$ cat src/rtl/core/ivp_pkg.sv
// ----------------------------------------------------------------------------
// ivp_pkg
// Types, register indexes, reset levels and mode codes shared by the
// input-voltage protection block.
// ----------------------------------------------------------------------------
package ivp_pkg;

	localparam int SAMPLE_W = 12;
	localparam int TICK_W   = 32;
	localparam int TIME_W   = 16;
	localparam int CFG_IDX_W  = 3;
	localparam int CFG_DATA_W = 16;

	// register indexes on the write port
	localparam logic [CFG_IDX_W-1:0] CFG_OFF_LEVEL         = 3'd0;
	localparam logic [CFG_IDX_W-1:0] CFG_STARTUP_ON_LEVEL  = 3'd1;
	localparam logic [CFG_IDX_W-1:0] CFG_RESTORE_LEVEL     = 3'd2;
	localparam logic [CFG_IDX_W-1:0] CFG_REDUCE_LOW_LEVEL  = 3'd3;
	localparam logic [CFG_IDX_W-1:0] CFG_REDUCE_HIGH_LEVEL = 3'd4;
	localparam logic [CFG_IDX_W-1:0] CFG_STARTUP_WINDOW_MS = 3'd5;
	localparam logic [CFG_IDX_W-1:0] CFG_OFF_DELAY_MS      = 3'd6;

	// register reset values
	localparam logic [SAMPLE_W-1:0] RST_OFF_LEVEL         = 12'd1700;
	localparam logic [SAMPLE_W-1:0] RST_STARTUP_ON_LEVEL  = 12'd1650;
	localparam logic [SAMPLE_W-1:0] RST_RESTORE_LEVEL     = 12'd2100;
	localparam logic [SAMPLE_W-1:0] RST_REDUCE_LOW_LEVEL  = 12'd1750;
	localparam logic [SAMPLE_W-1:0] RST_REDUCE_HIGH_LEVEL = 12'd1850;
	localparam logic [TIME_W-1:0]   RST_STARTUP_WINDOW_MS = 16'd5000;
	localparam logic [TIME_W-1:0]   RST_OFF_DELAY_MS      = 16'd3000;

	// mode codes as seen on the result
	localparam logic [1:0] MODE_CODE_OFF   = 2'd0;
	localparam logic [1:0] MODE_CODE_ON    = 2'd1;
	localparam logic [1:0] MODE_CODE_PDOWN = 2'd2;

	typedef enum logic [2:0] {
		MODE_OFF   = 3'b001,
		MODE_ON    = 3'b010,
		MODE_PDOWN = 3'b100
	} mode_t;

	typedef struct packed {
		logic [SAMPLE_W-1:0] voltage_sample;
		logic [TICK_W-1:0]   now_ms;
	} ivp_in_t;

	typedef struct packed {
		logic       reduce_power;
		logic       voltage_normal;
		logic [1:0] mode;
	} ivp_out_t;

	typedef struct packed {
		logic [SAMPLE_W-1:0] off_level;
		logic [SAMPLE_W-1:0] startup_on_level;
		logic [SAMPLE_W-1:0] restore_level;
		logic [SAMPLE_W-1:0] reduce_low_level;
		logic [SAMPLE_W-1:0] reduce_high_level;
		logic [TIME_W-1:0]   startup_window_ms;
		logic [TIME_W-1:0]   off_delay_ms;
	} ivp_cfg_t;

	typedef struct packed {
		mode_t             mode;
		logic              startup_over;
		logic              off_wait_done;
		logic              first_check;
		logic [TICK_W-1:0] mark_time;
		logic              reduce_flag;
		logic              normal_flag;
	} ivp_state_t;

	function automatic logic [1:0] mode_code(input mode_t m);
		logic [1:0] c;
		case (m)
			MODE_ON:    c = MODE_CODE_ON;
			MODE_PDOWN: c = MODE_CODE_PDOWN;
			default:    c = MODE_CODE_OFF;
		endcase
		return c;
	endfunction

endpackage

$ cat src/rtl/core/ivp_step.sv
// ----------------------------------------------------------------------------
// ivp_step
// Next-state logic for one protection check: elapsed time, startup window,
// mode moves with hysteresis and the power-down and normal flags.
// ----------------------------------------------------------------------------
module ivp_step (
	input  ivp_pkg::ivp_cfg_t            cfg,
	input  ivp_pkg::ivp_state_t          cur,
	input  ivp_pkg::ivp_in_t             beat,
	output ivp_pkg::ivp_state_t          nxt
);

	logic [ivp_pkg::TICK_W-1:0]   elapsed;
	logic [ivp_pkg::SAMPLE_W-1:0] v;
	logic [ivp_pkg::SAMPLE_W-1:0] on_level;
	logic                         win_done;
	logic                         delay_done;
	ivp_pkg::ivp_state_t          pre;

	assign v          = beat.voltage_sample;
	assign elapsed    = beat.now_ms - cur.mark_time;
	assign win_done   = elapsed >= {{(ivp_pkg::TICK_W-ivp_pkg::TIME_W){1'b0}},
	                                cfg.startup_window_ms};
	assign delay_done = elapsed >= {{(ivp_pkg::TICK_W-ivp_pkg::TIME_W){1'b0}},
	                                cfg.off_delay_ms};

	always_comb begin
		pre = cur;
		if (cur.first_check) begin
			pre.mark_time     = beat.now_ms;
			pre.off_wait_done = 1'b1;
			pre.first_check   = 1'b0;
		end
		if (win_done) begin
			pre.startup_over = 1'b1;
		end
	end

	assign on_level = pre.startup_over ? cfg.restore_level : cfg.startup_on_level;

	always_comb begin
		nxt = pre;
		case (pre.mode)
			ivp_pkg::MODE_OFF: begin
				if (!pre.off_wait_done) begin
					if (delay_done) begin
						nxt.normal_flag   = 1'b0;
						nxt.off_wait_done = 1'b1;
					end
					if (v > cfg.restore_level) begin
						nxt.mode      = ivp_pkg::MODE_ON;
						nxt.mark_time = beat.now_ms;
					end
				end else if (v > on_level) begin
					nxt.mode          = ivp_pkg::MODE_ON;
					nxt.mark_time     = beat.now_ms;
					nxt.off_wait_done = 1'b0;
				end
			end
			ivp_pkg::MODE_ON: begin
				nxt.reduce_flag = 1'b0;
				nxt.normal_flag = 1'b1;
				if (v < cfg.off_level) begin
					nxt.startup_over  = 1'b1;
					nxt.mode          = ivp_pkg::MODE_OFF;
					nxt.mark_time     = beat.now_ms;
					nxt.off_wait_done = 1'b0;
				end else if (v > cfg.reduce_low_level && v < cfg.reduce_high_level) begin
					nxt.mode      = ivp_pkg::MODE_PDOWN;
					nxt.mark_time = beat.now_ms;
				end
			end
			ivp_pkg::MODE_PDOWN: begin
				nxt.reduce_flag = 1'b1;
				if (v > cfg.restore_level) begin
					nxt.mode      = ivp_pkg::MODE_ON;
					nxt.mark_time = beat.now_ms;
				end else if (v < cfg.off_level) begin
					nxt.mode          = ivp_pkg::MODE_OFF;
					nxt.mark_time     = beat.now_ms;
					nxt.off_wait_done = 1'b0;
				end
			end
			default: begin
			end
		endcase
	end

endmodule

$ cat src/rtl/core/input_voltage_protection_fsm.sv
// ----------------------------------------------------------------------------
// input_voltage_protection_fsm
// Input-voltage protection: one result beat per sample beat giving the
// power-down flag, the normal flag and the mode after the check.
//
//   channel  handshake          payload
//   in       in_valid/in_stall  in_data   (voltage_sample, now_ms)
//   out      out_valid/out_stall out_data (reduce_power, voltage_normal, mode)
//   cfg      cfg_we             cfg_index, cfg_data
//
// A sample beat is registered, checked from the input register and its
// result registered; one beat per cycle sustained while out_stall is low.
// The rate is set by the state update loop on the mode state.
// Reset clears the mode state and restores all register reset levels.
// A stalled result holds the checker; in_stall rises only when the input
// register is full and its result cannot move on.
// ----------------------------------------------------------------------------
module input_voltage_protection_fsm (
	input  logic                              clk,
	input  logic                              arst_n,
	input  logic                              in_valid,
	output logic                              in_stall,
	input  ivp_pkg::ivp_in_t                  in_data,
	output logic                              out_valid,
	input  logic                              out_stall,
	output ivp_pkg::ivp_out_t                 out_data,
	input  logic                              cfg_we,
	input  logic [ivp_pkg::CFG_IDX_W-1:0]     cfg_index,
	input  logic [ivp_pkg::CFG_DATA_W-1:0]    cfg_data
);

	ivp_pkg::ivp_cfg_t   cfg_q;
	ivp_pkg::ivp_state_t state_q;
	ivp_pkg::ivp_state_t state_nxt;
	ivp_pkg::ivp_in_t    data_s1;
	logic                valid_s1;
	ivp_pkg::ivp_out_t   out_q;
	logic                out_valid_q;
	logic                adv;

	always_ff @(posedge clk or negedge arst_n) begin
		if (!arst_n) begin
			cfg_q.off_level         <= ivp_pkg::RST_OFF_LEVEL;
			cfg_q.startup_on_level  <= ivp_pkg::RST_STARTUP_ON_LEVEL;
			cfg_q.restore_level     <= ivp_pkg::RST_RESTORE_LEVEL;
			cfg_q.reduce_low_level  <= ivp_pkg::RST_REDUCE_LOW_LEVEL;
			cfg_q.reduce_high_level <= ivp_pkg::RST_REDUCE_HIGH_LEVEL;
			cfg_q.startup_window_ms <= ivp_pkg::RST_STARTUP_WINDOW_MS;
			cfg_q.off_delay_ms      <= ivp_pkg::RST_OFF_DELAY_MS;
		end else if (cfg_we) begin
			case (cfg_index)
				ivp_pkg::CFG_OFF_LEVEL:
					cfg_q.off_level <= cfg_data[ivp_pkg::SAMPLE_W-1:0];
				ivp_pkg::CFG_STARTUP_ON_LEVEL:
					cfg_q.startup_on_level <= cfg_data[ivp_pkg::SAMPLE_W-1:0];
				ivp_pkg::CFG_RESTORE_LEVEL:
					cfg_q.restore_level <= cfg_data[ivp_pkg::SAMPLE_W-1:0];
				ivp_pkg::CFG_REDUCE_LOW_LEVEL:
					cfg_q.reduce_low_level <= cfg_data[ivp_pkg::SAMPLE_W-1:0];
				ivp_pkg::CFG_REDUCE_HIGH_LEVEL:
					cfg_q.reduce_high_level <= cfg_data[ivp_pkg::SAMPLE_W-1:0];
				ivp_pkg::CFG_STARTUP_WINDOW_MS:
					cfg_q.startup_window_ms <= cfg_data[ivp_pkg::TIME_W-1:0];
				ivp_pkg::CFG_OFF_DELAY_MS:
					cfg_q.off_delay_ms <= cfg_data[ivp_pkg::TIME_W-1:0];
				default: begin
				end
			endcase
		end
	end

	assign adv      = valid_s1 && (!out_valid_q || !out_stall);
	assign in_stall = valid_s1 && out_valid_q && out_stall;

	// input register
	always_ff @(posedge clk or negedge arst_n) begin
		if (!arst_n) begin
			valid_s1 <= 1'b0;
		end else if (!in_stall) begin
			valid_s1 <= in_valid;
		end
	end

	always_ff @(posedge clk) begin
		if (!in_stall && in_valid) begin
			data_s1 <= in_data;
		end
	end

	ivp_step u_step (
		.cfg  (cfg_q),
		.cur  (state_q),
		.beat (data_s1),
		.nxt  (state_nxt)
	);

	always_ff @(posedge clk or negedge arst_n) begin
		if (!arst_n) begin
			state_q.mode          <= ivp_pkg::MODE_OFF;
			state_q.startup_over  <= 1'b0;
			state_q.off_wait_done <= 1'b0;
			state_q.first_check   <= 1'b1;
			state_q.mark_time     <= '0;
			state_q.reduce_flag   <= 1'b0;
			state_q.normal_flag   <= 1'b1;
		end else if (adv) begin
			state_q <= state_nxt;
		end
	end

	// result register
	always_ff @(posedge clk or negedge arst_n) begin
		if (!arst_n) begin
			out_valid_q <= 1'b0;
		end else if (!out_valid_q || !out_stall) begin
			out_valid_q <= valid_s1;
		end
	end

	always_ff @(posedge clk) begin
		if (adv) begin
			out_q.reduce_power   <= state_nxt.reduce_flag;
			out_q.voltage_normal <= state_nxt.normal_flag;
			out_q.mode           <= ivp_pkg::mode_code(state_nxt.mode);
		end
	end

	assign out_valid = out_valid_q;
	assign out_data  = out_q;

	a_adv_fills_out: assert property (@(posedge clk) disable iff (!arst_n)
		adv |=> out_valid_q)
		else $error("advanced beat did not reach the result register");

	a_out_hold: assert property (@(posedge clk) disable iff (!arst_n)
		(out_valid_q && out_stall) |=> (out_valid_q && $stable(out_q)))
		else $error("stalled result beat changed");

	a_mode_onehot: assert property (@(posedge clk) disable iff (!arst_n)
		$onehot(state_q.mode))
		else $error("mode state not one-hot");

	a_first_check: assert property (@(posedge clk) disable iff (!arst_n)
		$fell(state_q.first_check) |-> $past(adv))
		else $error("first check cleared without a beat");

endmodule

$ cat config.mk
export PLATFORM = sky130hd
export DESIGN_NAME = input_voltage_protection_fsm
export DESIGN_NICKNAME = d
export VERILOG_FILES = /design/src/rtl/core/ivp_pkg.sv /design/src/rtl/core/ivp_step.sv /design/src/rtl/core/input_voltage_protection_fsm.sv
export SDC_FILE = /design/constraint.sdc
export NUM_CORES = 1
export LEC_CHECK = 0
export ABC_AREA = 1
export BUFFER_PORTS_ARGS = -buffer_cell sky130_fd_sc_hd__buf_2
export CORE_AREA = 2 2 173 175
export DETAILED_ROUTE_END_ITERATION = 12
export DIE_AREA = 0 0 175 177
export PLACE_DENSITY = 0.58
export SLEW_MARGIN = 20
export SYNTH_ARGS = -nofsm -noshare
export SYNTH_HDL_FRONTEND = slang
export SYNTH_SLANG_ARGS = --single-unit
$ cat constraint.sdc
create_clock -name clk -period 14.8 [get_ports clk]
set_input_delay 0.74 -clock clk [delete_from_list [all_inputs] [get_ports clk]]
set_output_delay 0.74 -clock clk [all_outputs]
set_load 0.01 [all_outputs]
==> run_results.csv, run 1 <==
group,metric,value,unit
worst_setup_path,timing.rr.start,"state_q[2]",
routing,post-route-drc-count,0,
clock_tree,post_cts.repair.setup_buffers,0,
clock_tree,postCtsResizedCells,0,
routing,viasPerCell,5.00,
pwr,share_seq_of_total_power,27.6,%
global_route,globalRoute.busiestLayer,"met2",
timing,final-max-slew-violation-count,0,
floorplan,dieHeight,177,um
global_route,pin_count_of_the_biggest_net_entering_global_routing,74,
synth,synth-warning-count,0,
pwr,irDropWorstVdd,104,uV
placed_design,postPlaceCellArea,13600,um^2
timing,fin_setup_tns,0,ns
timing,worst_slew_margin_rel,36.0,%
worst_setup_path,crit_path_end_kind,"flip-flop",
global_route,wire_length_of_the_first_global_routing_pass,56000,um
clock_tree,cts.hold.buffers_added,0,
clock_tree,cts_inserted_buffers,17,
global_route,grt_util_met3,3.59,%
timing,max_freq,0.173,GHz
pwr,comb_power_share,54.3,%
clock_tree,clock_latency,0.45,ns
worst_setup_path,slowest_delay,0.69,ns
global_route,gr-usage-met2,37.4,%
global_route,first_global_vias,10600,
synth,syn-cell-area,12900,um^2
routing,detailroute.via_count,11100,
routing,routedWlPerCell,15.4,um
clock_tree,max-clock-path-buffers,2,
timing,fin_crit_sh,39.0,%
layout,fin_area,14200,um^2
synth,synthMostInstantiatedCell,"sky130_fd_sc_hd__nand2_1",
global_route,number_of_antenna_violations_at_the_first_check_in_global_routing,0,
clock_tree,cts_sinks,182,
placed_design,place.port_buffers,73,
synth,netlist-cell-type-count,45,
routing,detail_route.wirelength,34200,um
floorplan,die_width,175,um
timing,worstMarginPinSlew,0.958,ns
synth,synth.top_cell.area_share,17.5,%
floorplan,placement_rows,63,
routing,drt.antenna.violating_nets,0,
layout,layout-area-overhead-vs-synth,10.4,%
global_route,gr-total-overflow,0,
synth,async_s_r_ff_share_synth,73.6,%
synth,mappedNetlistNets,1952,
timing,timing.clock.skew,0.0108,ns
floorplan,initial_utilization,44.0,%
timing,fin_worst_hold_slack,0.307,ns
synth,most_used_flip_flop_cell_after_synthesis,"sky130_fd_sc_hd__dfrtp_1",
synth,synthesis.instances,1762,
routing,iteration_count_of_the_initial_detailed_routing_pass,5,
pwr,power_frac_clock,18.1,%
worst_setup_path,cp_data_required_time,15.18,ns
flow_run,maxCapViolations,0,
floorplan,pin_count,74,
pwr,finalPower,2.61,mW
worst_setup_path,r2r_setup_slack,9.03,ns
synth,synth_seq_area_share,37.7,%
global_route,use_met1,32.7,%
pwr,leakagePower,7.30,nW
worst_setup_path,worstPathArrival,6.15,ns
pwr,powerDensity,184,nW/um^2
worst_hold_path,hold_path_class,"in2async",
synth,synth-edff-count,48,
synth,synthTopCellsByCount,"sky130_fd_sc_hd__nand2_1, sky130_fd_sc_hd__inv_1, sky130_fd_sc_hd__o21ai_0",
timing,grt_setup_unrepaired,"no",
clock_tree,cts-root-buf,"sky130_fd_sc_hd__clkbuf_16",
clock_tree,tritoncts,"yes",
worst_setup_path,timing.reg2reg.worst_path_depth,29,
pwr,fraction_of_power_spent_switching_nets,46.6,%
worst_setup_path,start_kind,"flip-flop",
global_route,groute.usage.overall,23.2,%
clock_tree,clk_pin_slew,0.08,ns
worst_setup_path,worst_r2r_endpoint,"state_q[23]",
layout,final_core_util,48.5,%
synth,synth_top_cells_by_area,"sky130_fd_sc_hd__dfrtp_1, sky130_fd_sc_hd__nand2_1, sky130_fd_sc_hd__ha_1, sky130_fd_sc_hd__edfxtp_1, sky130_fd_sc_hd__inv_1",
placed_design,place_congestion,0.907,
synth,synthesized_area_per_cell,7.30,um^2
pwr,intPower,1.39,mW
worst_setup_path,path_common_cell,"sky130_fd_sc_hd__nand2_1",
floorplan,die_area,31000,um^2
routing,dr.first_iter.drc_count,931,
timing,finalHoldViolations,0,
worst_setup_path,timing.setup.critical_path_class,"reg2reg",
layout,n_antenna_cell,0,
pwr,power.switching,1.22,mW
worst_setup_path,maximum_net_fanout_on_the_critical_path,24,
clock_tree,cts.htree.levels,4,
floorplan,floorplan.core_area,29200,um^2
timing,final_period_minus_worst_setup_slack,5.77,ns
worst_setup_path,cpMaxStageDelayCell,"sky130_fd_sc_hd__a2111oi_0",
synth,synth.largest_area_cell,"sky130_fd_sc_hd__dfrtp_1",
synth,ys_ff_latch,182,
layout,post_route_cells_drive_above_1_share,11.8,%
layout,finalNetCount,2009,
status,run_status,"complete, no violations",
placed_design,place.detailed.hpwl,25300,um
timing,final_setup_fails,0,
critical path, delay by kind of cell, from the launching register on:
kind / cells / cell delay (ns)
buffers and inverters: 3 / 0.59
flip-flops: 1 / 0.41
AND/OR/NAND/NOR: 14 / 1.80
XOR/XNOR: 1 / 0.29
adder cells (fa/ha/maj): 4 / 1.30
AO/OA/AOI/OAI: 7 / 1.30
power by group through the flow:
stage	clock, mW	sequential (mW)	combinational, mW
after floorplan	0	0.708	1.06
after global placement	0	0.726	1.39
after detailed placement	0	0.728	1.41
after CTS	0.485	0.720	1.42
after global routing	0.505	0.735	1.63
final	0.472	0.720	1.42
cell usage in the layout, fill, tap and decap left out, types with 44 or more instances in the layout:
master / netlist / routed
sky130_fd_sc_hd__nand2_1: 471 / 471
sky130_fd_sc_hd__inv_1: 340 / 339
sky130_fd_sc_hd__o21ai_0: 185 / 184
sky130_fd_sc_hd__ha_1: 121 / 121
sky130_fd_sc_hd__a21oi_1: 113 / 113
sky130_fd_sc_hd__nor2_1: 105 / 105
sky130_fd_sc_hd__dfrtp_1: 90 / 90
sky130_fd_sc_hd__buf_2: 5 / 72
sky130_fd_sc_hd__edfxtp_1: 48 / 48
sky130_fd_sc_hd__dfstp_2: 44 / 44
layer usage:
layer	up-vias	routed length [um]	part of all wire [%]
li1	5733	-	-
met1	5137	16800	49
met2	221	15400	45
met3	26	1580	4.6
met4	0	397	1.2
met5	-	0	0
logic make-up after synthesis:
kind of cell             count (synthesis)  share of synthesized area, %
AO/OA/AOI/OAI                          358                          14.9
buffers and inverters                  392                          11.7
flip-flops                             182                          37.7
adder cells (fa/ha/maj)                122                          11.9
XOR/XNOR                                18                          1.23
AND/OR/NAND/NOR                        690                          22.5
state kept, by name (all words and copies together) (netlist names):
name and flops:
out_data 4, state_q 40, cfg_q 92, data_s1 44
out_valid 1, valid_s1 1
through the flow:
step                      setup slack, ns  cells
after global placement               9.20   2190
after CTS                            9.02   2222
after floorplan                     10.02   1762
after detailed placement             9.11   2190
after global routing                 8.47   2222
final                                9.03   2222
worst max-delay path by stage:
stage,from,to,slack (ns),cells past startpoint
finish,state_q[2],state_q[23],9.03,29
global route,state_q[2],state_q[25],8.47,29
CTS,state_q[2],state_q[23],9.02,29
detailed placement,state_q[2],state_q[23],9.11,29
global placement,data_s1[8],state_q[24],9.20,31
floorplan,state_q[2],state_q[10],10.02,29
final cells by class:
cell class	instances	area, um^2
clock buffers	22	505
clock inverters	10	100
fillers	2952	15100
inverters	350	1320
multi-input cells	1188	6510
flip-flops and latches	182	4850
well taps	390	488
repair buffers	80	424
No activity file was read; power rests on OpenSTA's default activity.
==> run 2, diff against run 1 <==
==> constraint.sdc (replaced) <==
create_clock -name clk -period 5.5 [get_ports clk]
set_input_delay 0.275 -clock clk [delete_from_list [all_inputs] [get_ports clk]]
set_output_delay 0.275 -clock clk [all_outputs]
set_load 0.01 [all_outputs]
==> run 2 against run 1 <==
Die area did not move. Critical path type unchanged. Non-clock buffer count rose by 46. Combinational power rose to 2.8 times the previous value. Hold slack got worse by 0.28 ns. Sequential share of layout area fell by 1.3 points. Register-to-register slack got worse by 8.6 ns.
==> run_results.csv, run 2 (same netlist as run 1, synthesis figures left out) <==
group,metric,value,unit
clock_tree,clk_pin_slew,0.08,ns
timing,worstMarginPinSlew,1.03,ns
status,run_status,"complete, no violations",
worst_setup_path,crit_path_end_kind,"flip-flop",
global_route,first_global_vias,10900,
layout,n_antenna_cell,0,
floorplan,pin_count,74,
floorplan,placement_rows,63,
layout,finalNetCount,2057,
placed_design,place.port_buffers,73,
pwr,leakagePower,7.53,nW
placed_design,place_congestion,0.871,
clock_tree,cts.htree.levels,4,
pwr,powerDensity,484,nW/um^2
worst_hold_path,hold_path_class,"in2reg",
floorplan,dieHeight,177,um
layout,filler_cell_count,2930,
timing,final_setup_fails,0,
timing,final_period_minus_worst_setup_slack,5.11,ns
layout,layout-area-overhead-vs-synth,15.0,%
layout,post_route_cells_drive_above_1_share,12.5,%
timing,worst_slew_margin_rel,31.2,%
worst_setup_path,cp_data_required_time,5.88,ns
worst_setup_path,maximum_net_fanout_on_the_critical_path,14,
floorplan,initial_utilization,44.0,%
clock_tree,clock_latency,0.46,ns
timing,max_freq,0.196,GHz
worst_setup_path,timing.reg2reg.worst_path_depth,30,
timing,final-max-slew-violation-count,0,
global_route,pin_count_of_the_biggest_net_entering_global_routing,79,
layout,max_flop_register,"cfg_q",
global_route,number_of_antenna_violations_at_the_first_check_in_global_routing,0,
routing,iteration_count_of_the_initial_detailed_routing_pass,5,
placed_design,place.detailed.hpwl,25000,um
timing,finalHoldViolations,0,
worst_setup_path,path_common_cell,"sky130_fd_sc_hd__nand2_1",
floorplan,die_area,31000,um^2
routing,detail_route.wirelength,34600,um
clock_tree,max-clock-path-buffers,2,
routing,post-route-drc-count,0,
floorplan,die_width,175,um
timing,fin_worst_hold_slack,0.0224,ns
flow_run,maxCapViolations,0,
worst_setup_path,slowest_delay,0.44,ns
routing,viasPerCell,4.95,
clock_tree,cts_inserted_buffers,17,
placed_design,postPlaceCellArea,13600,um^2
worst_setup_path,cpMaxStageDelayCell,"sky130_fd_sc_hd__fa_1",
routing,drt.antenna.violating_nets,0,
routing,routedWlPerCell,15.2,um
clock_tree,cts-root-buf,"sky130_fd_sc_hd__clkbuf_16",
worst_setup_path,timing.setup.critical_path_class,"reg2reg",
global_route,wire_length_of_the_first_global_routing_pass,56700,um
global_route,groute.usage.overall,23.4,%
timing,fin_setup_tns,0,ns
worst_hold_path,launch_point_of_the_worst_hold_path,"in_data[8]",
worst_setup_path,worst_r2r_endpoint,"state_q[23]",
worst_setup_path,timing.rr.start,"state_q[2]",
worst_setup_path,r2r_setup_slack,0.39,ns
pwr,irDropWorstVdd,267,uV
floorplan,floorplan.core_area,29200,um^2
layout,layout_commonest_cell,"sky130_fd_sc_hd__nand2_1",
layout,fin_area,14800,um^2
timing,timing.clock.skew,0.0182,ns
clock_tree,tritoncts,"yes",
worst_setup_path,start_kind,"flip-flop",
routing,detailroute.via_count,11200,
layout,flip_flop_count_of_the_largest_register_all_copies_and_words_added,92,
timing,fin_crit_sh,93.0,%
global_route,gr-total-overflow,0,
worst_setup_path,worstPathArrival,5.50,ns
worst_hold_path,hold_endpoint,"data_s1[8]",
clock_tree,cts_sinks,182,
layout,layout_top_registers,"cfg_q x92, data_s1 x44, state_q x40",
worst_hold_path,hold_path_depth,1,
timing,grt_setup_unrepaired,"yes",
layout,mostFrequentLayoutCells,"sky130_fd_sc_hd__nand2_1, sky130_fd_sc_hd__inv_1, sky130_fd_sc_hd__o21ai_0",
routing,dr.first_iter.drc_count,797,
## run 2: area by class of cell
type                       count  area (um^2)  area share, %
clock buffer                  20          479           3.24
clock inverter                12          126          0.855
inverter                     350         1310           8.89
multi-input combinational   1190         6610           44.7
sequential                   182         4850           32.8
tap                          390          488           3.30
timing repair buffer         126          907           6.14
## run 2: routing by layer
metal	track usage [%]	share of wire (%)	vias to the layer above	wire, um
li1	-	-	5830	-
met1	32.9	50	5195	17200
met2	38.4	46	188	15800
met3	2.94	3.2	32	1120
met4	5.90	1.4	0	497
met5	0	0	-	0
## run 2: metrics by stage
| stage | power (mW) | utilization, % | instances | setup WS, ns |
|---|---|---|---|---|
| after CTS | 7.10 | 50.0 | 2263 | 0.00552 |
| after global placement | 5.70 | 46.5 | 2190 | -0.0475 |
| final | 7.16 | 50.5 | 2270 | 0.386 |
| after floorplan | 4.75 | - | 1762 | 0.724 |
| after global routing | 7.87 | 50.5 | 2270 | -0.0635 |
| after detailed placement | 5.77 | 46.5 | 2190 | 0.00221 |
## run 2: timing repair
action | 4_1_cts | 5_1_grt
pin swaps | 1 | 3
gates cloned | 1 | 1
hold endpoints to repair | 98 | 0
setup endpoints to repair | 19 | 35
gates resized for setup | 0 | 18
hold buffers | 40 | 0
setup buffers | 0 | 6
## run 2: worst max-delay path: cells and delay by family, from the launching register on
family	cells	cell delay (ns)
XOR/XNOR	1	0.21
adder cells (fa/ha/maj)	4	1.22
AND/OR/NAND/NOR	14	1.49
AO/OA/AOI/OAI	7	1.04
buffers and inverters	4	0.68
flip-flops	1	0.41
## run 2: where the power goes
group          switching, mW  internal [mW]  leakage [nW]
combinational           2.55           1.41          5.23
sequential             0.193           1.75          2.00
clock                  0.605          0.657         0.299
## run 2: worst max-delay path by stage
stage / from / endpoint / slack [ns]
detailed placement: state_q[2] / state_q[11] / 0.002
finish: state_q[2] / state_q[23] / 0.39
global route: data_s1[14] / state_q[11] / -0.06
floorplan: state_q[2] / state_q[33] / 0.72
global placement: state_q[2] / state_q[27] / -0.05
CTS: data_s1[2] / state_q[27] / 0.006
==> run 3, diff against run 2 <==
--- a/config.mk
+++ b/config.mk
@@ -8,6 +8,7 @@
 export ABC_AREA = 1
 export BUFFER_PORTS_ARGS = -buffer_cell sky130_fd_sc_hd__buf_2
 export CORE_AREA = 2 2 173 175
+export CTS_BUF_LIST = sky130_fd_sc_hd__clkbuf_4 sky130_fd_sc_hd__clkbuf_8
 export DETAILED_ROUTE_END_ITERATION = 12
 export DIE_AREA = 0 0 175 177
 export PLACE_DENSITY = 0.58
==> run 3 against run 2 <==
Design area shrank 0.47%. Critical path type unchanged. Final cell count grew 0.40%. Register-to-register slack lost 0.05 ns. Critical endpoint is now state_q[14]. Clock power shrank 20%.
==> run_results.csv, run 3 (same netlist as run 1, synthesis figures left out) <==
group,metric,value,unit
routing,detail_route.wirelength,34700,um
worst_hold_path,launch_point_of_the_worst_hold_path,"cfg_data[14]",
worst_setup_path,setup.worst_path.end,"state_q[14]",
floorplan,initial_utilization,44.0,%
floorplan,dieHeight,177,um
status,run_status,"complete, no violations",
placed_design,place.detailed.hpwl,25000,um
global_route,groute.usage.overall,23.5,%
floorplan,pin_count,74,
floorplan,floorplan.core_area,29200,um^2
layout,mostFrequentLayoutCells,"sky130_fd_sc_hd__nand2_1, sky130_fd_sc_hd__inv_1, sky130_fd_sc_hd__o21ai_0",
clock_tree,max-clock-path-buffers,2,
timing,final_setup_fails,0,
global_route,number_of_antenna_violations_at_the_first_check_in_global_routing,0,
layout,layout-area-overhead-vs-synth,14.4,%
worst_setup_path,cp_data_required_time,5.88,ns
worst_setup_path,cpMaxStageDelayCell,"sky130_fd_sc_hd__fa_1",
routing,wl_met3,1240,um
worst_setup_path,timing.rr.start,"state_q[2]",
clock_tree,cts.htree.levels,4,
worst_setup_path,maximum_net_fanout_on_the_critical_path,14,
layout,max_flop_register,"cfg_q",
flow_run,maxCapViolations,0,
timing,final_period_minus_worst_setup_slack,5.16,ns
worst_setup_path,crit_path_end_kind,"flip-flop",
routing,viasPerCell,4.97,
clock_tree,cts_sinks,182,
routing,routedLengthMet1,17100,um
pwr,irDropWorstVdd,190,uV
timing,max_freq,0.194,GHz
routing,post-route-drc-count,0,
clock_tree,clock_latency,0.52,ns
layout,finalNetCount,2065,
timing,worst_slew_margin_rel,29.8,%
floorplan,die_width,175,um
floorplan,placement_rows,63,
clock_tree,tritoncts,"yes",
layout,layout_top_registers,"cfg_q x92, data_s1 x44, state_q x40",
worst_setup_path,start_kind,"flip-flop",
timing,final-max-slew-violation-count,0,
worst_setup_path,timing.setup.critical_path_class,"reg2reg",
routing,iteration_count_of_the_initial_detailed_routing_pass,5,
routing,dr.first_iter.drc_count,768,
clock_tree,cts-root-buf,"sky130_fd_sc_hd__clkbuf_8",
floorplan,die_area,31000,um^2
worst_setup_path,r2r_setup_slack,0.34,ns
placed_design,place.port_buffers,73,
worst_setup_path,timing_startpoint_of_the_critical_path,"state_q[2]",
clock_tree,cts_inserted_buffers,17,
timing,fin_crit_sh,93.9,%
routing,detailroute.via_count,11300,
pwr,leakagePower,7.48,nW
routing,routedWlPerCell,15.2,um
worst_setup_path,path_common_cell,"sky130_fd_sc_hd__nand2_1",
global_route,first_global_vias,10900,
timing,finalHoldViolations,0,
routing,top_layer,"met4",
pwr,powerDensity,471,nW/um^2
worst_setup_path,worstPathArrival,5.55,ns
worst_hold_path,hold_path_depth,3,
global_route,pin_count_of_the_biggest_net_entering_global_routing,79,
global_route,wire_length_of_the_first_global_routing_pass,56600,um
clock_tree,clk_pin_slew,0.12,ns
worst_setup_path,timing.reg2reg.worst_path_depth,28,
layout,post_route_cells_drive_above_1_share,12.7,%
placed_design,place_congestion,0.871,
worst_setup_path,worst_r2r_endpoint,"state_q[14]",
timing,worstMarginPinSlew,1.05,ns
routing,wl_met2,15900,um
timing,timing.clock.skew,0.0275,ns
worst_setup_path,slowest_delay,0.44,ns
timing,fin_worst_hold_slack,0.0462,ns
layout,flip_flop_count_of_the_largest_register_all_copies_and_words_added,92,
worst_hold_path,hold_path_class,"in2reg",
layout,layout_commonest_cell,"sky130_fd_sc_hd__nand2_1",
layout,final_core_util,50.3,%
global_route,gr-total-overflow,0,
routing,drt.antenna.violating_nets,0,
run 3: cell types whose count changed in the layout (fill, tap and decap cells not counted), moves of 2 or more:
cell	change
sky130_fd_sc_hd__clkbuf_16	-19
sky130_fd_sc_hd__ha_2	+2
sky130_fd_sc_hd__bufinv_16	+2
sky130_fd_sc_hd__ha_1	-3
sky130_fd_sc_hd__dlygate4sd3_1	+8
sky130_fd_sc_hd__clkbuf_8	+17
run 3: layout make-up:
cell class / count / area (um^2)
diodes: 1 / 2.50
clock buffers: 18 / 241
clock inverters: 14 / 186
fillers: 2940 / 14500
inverters: 350 / 1310
multi-input cells: 1190 / 6640
flip-flops and latches: 182 / 4850
well taps: 390 / 488
repair buffers: 134 / 987
run 3: layer usage:
| layer | vias to the layer above | global-route usage [%] |
|---|---|---|
| met5 | - | 0 |
| met4 | 0 | 6.63 |
| met3 | 28 | 3.26 |
| met2 | 219 | 38.4 |
| met1 | 5231 | 32.7 |
| li1 | 5838 | - |
run 3: timing repair:
| item | CTS | global route |
|---|---|---|
| setup buffers | 0 | 6 |
| pin swaps | 1 | 3 |
| resized for setup | 1 | 22 |
| hold buffers | 48 | 0 |
| endpoints found under the hold margin | 106 | 0 |
| cloned | 1 | 1 |
| endpoints found under the setup margin | 22 | 34 |
run 3: report_power, final:
part / switching [mW] / total (mW) / internal [mW]
registers: 0.194 / 1.94 / 1.75
clock network: 0.575 / 1.01 / 0.432
logic: 2.55 / 3.97 / 1.42
run 3: metrics by stage:
step	power, mW	setup TNS [ns]	area (um^2)	worst slack (ns)	cells
detailed placement	5.77	0	13600	0.00221	2190
finish	6.92	0	14700	0.336	2279
global route	7.63	-0.440	14700	-0.0805	2278
floorplan	4.75	0	12900	0.724	1762
global placement	5.70	-0.0475	13600	-0.0475	2190
CTS	6.84	0	14500	0.0441	2271
run 3: how the worst min path moves through the flow:
stage	endpoint
after floorplan	cfg_q[0]
after global placement	cfg_q[2]
after detailed placement	cfg_q[22]
after CTS	cfg_q[30]
after global routing	cfg_q[30]
final	cfg_q[30]
run 3: worst max-delay path: cells and delay by family, from the launching register on:
kind | cells | cell delay (ns)
compound gates | 8 | 1.21
fa+ha+maj | 4 | 1.22
buf+inv | 5 | 0.80
simple gates | 10 | 1.16
flops | 1 | 0.43
xor+xnor | 1 | 0.21
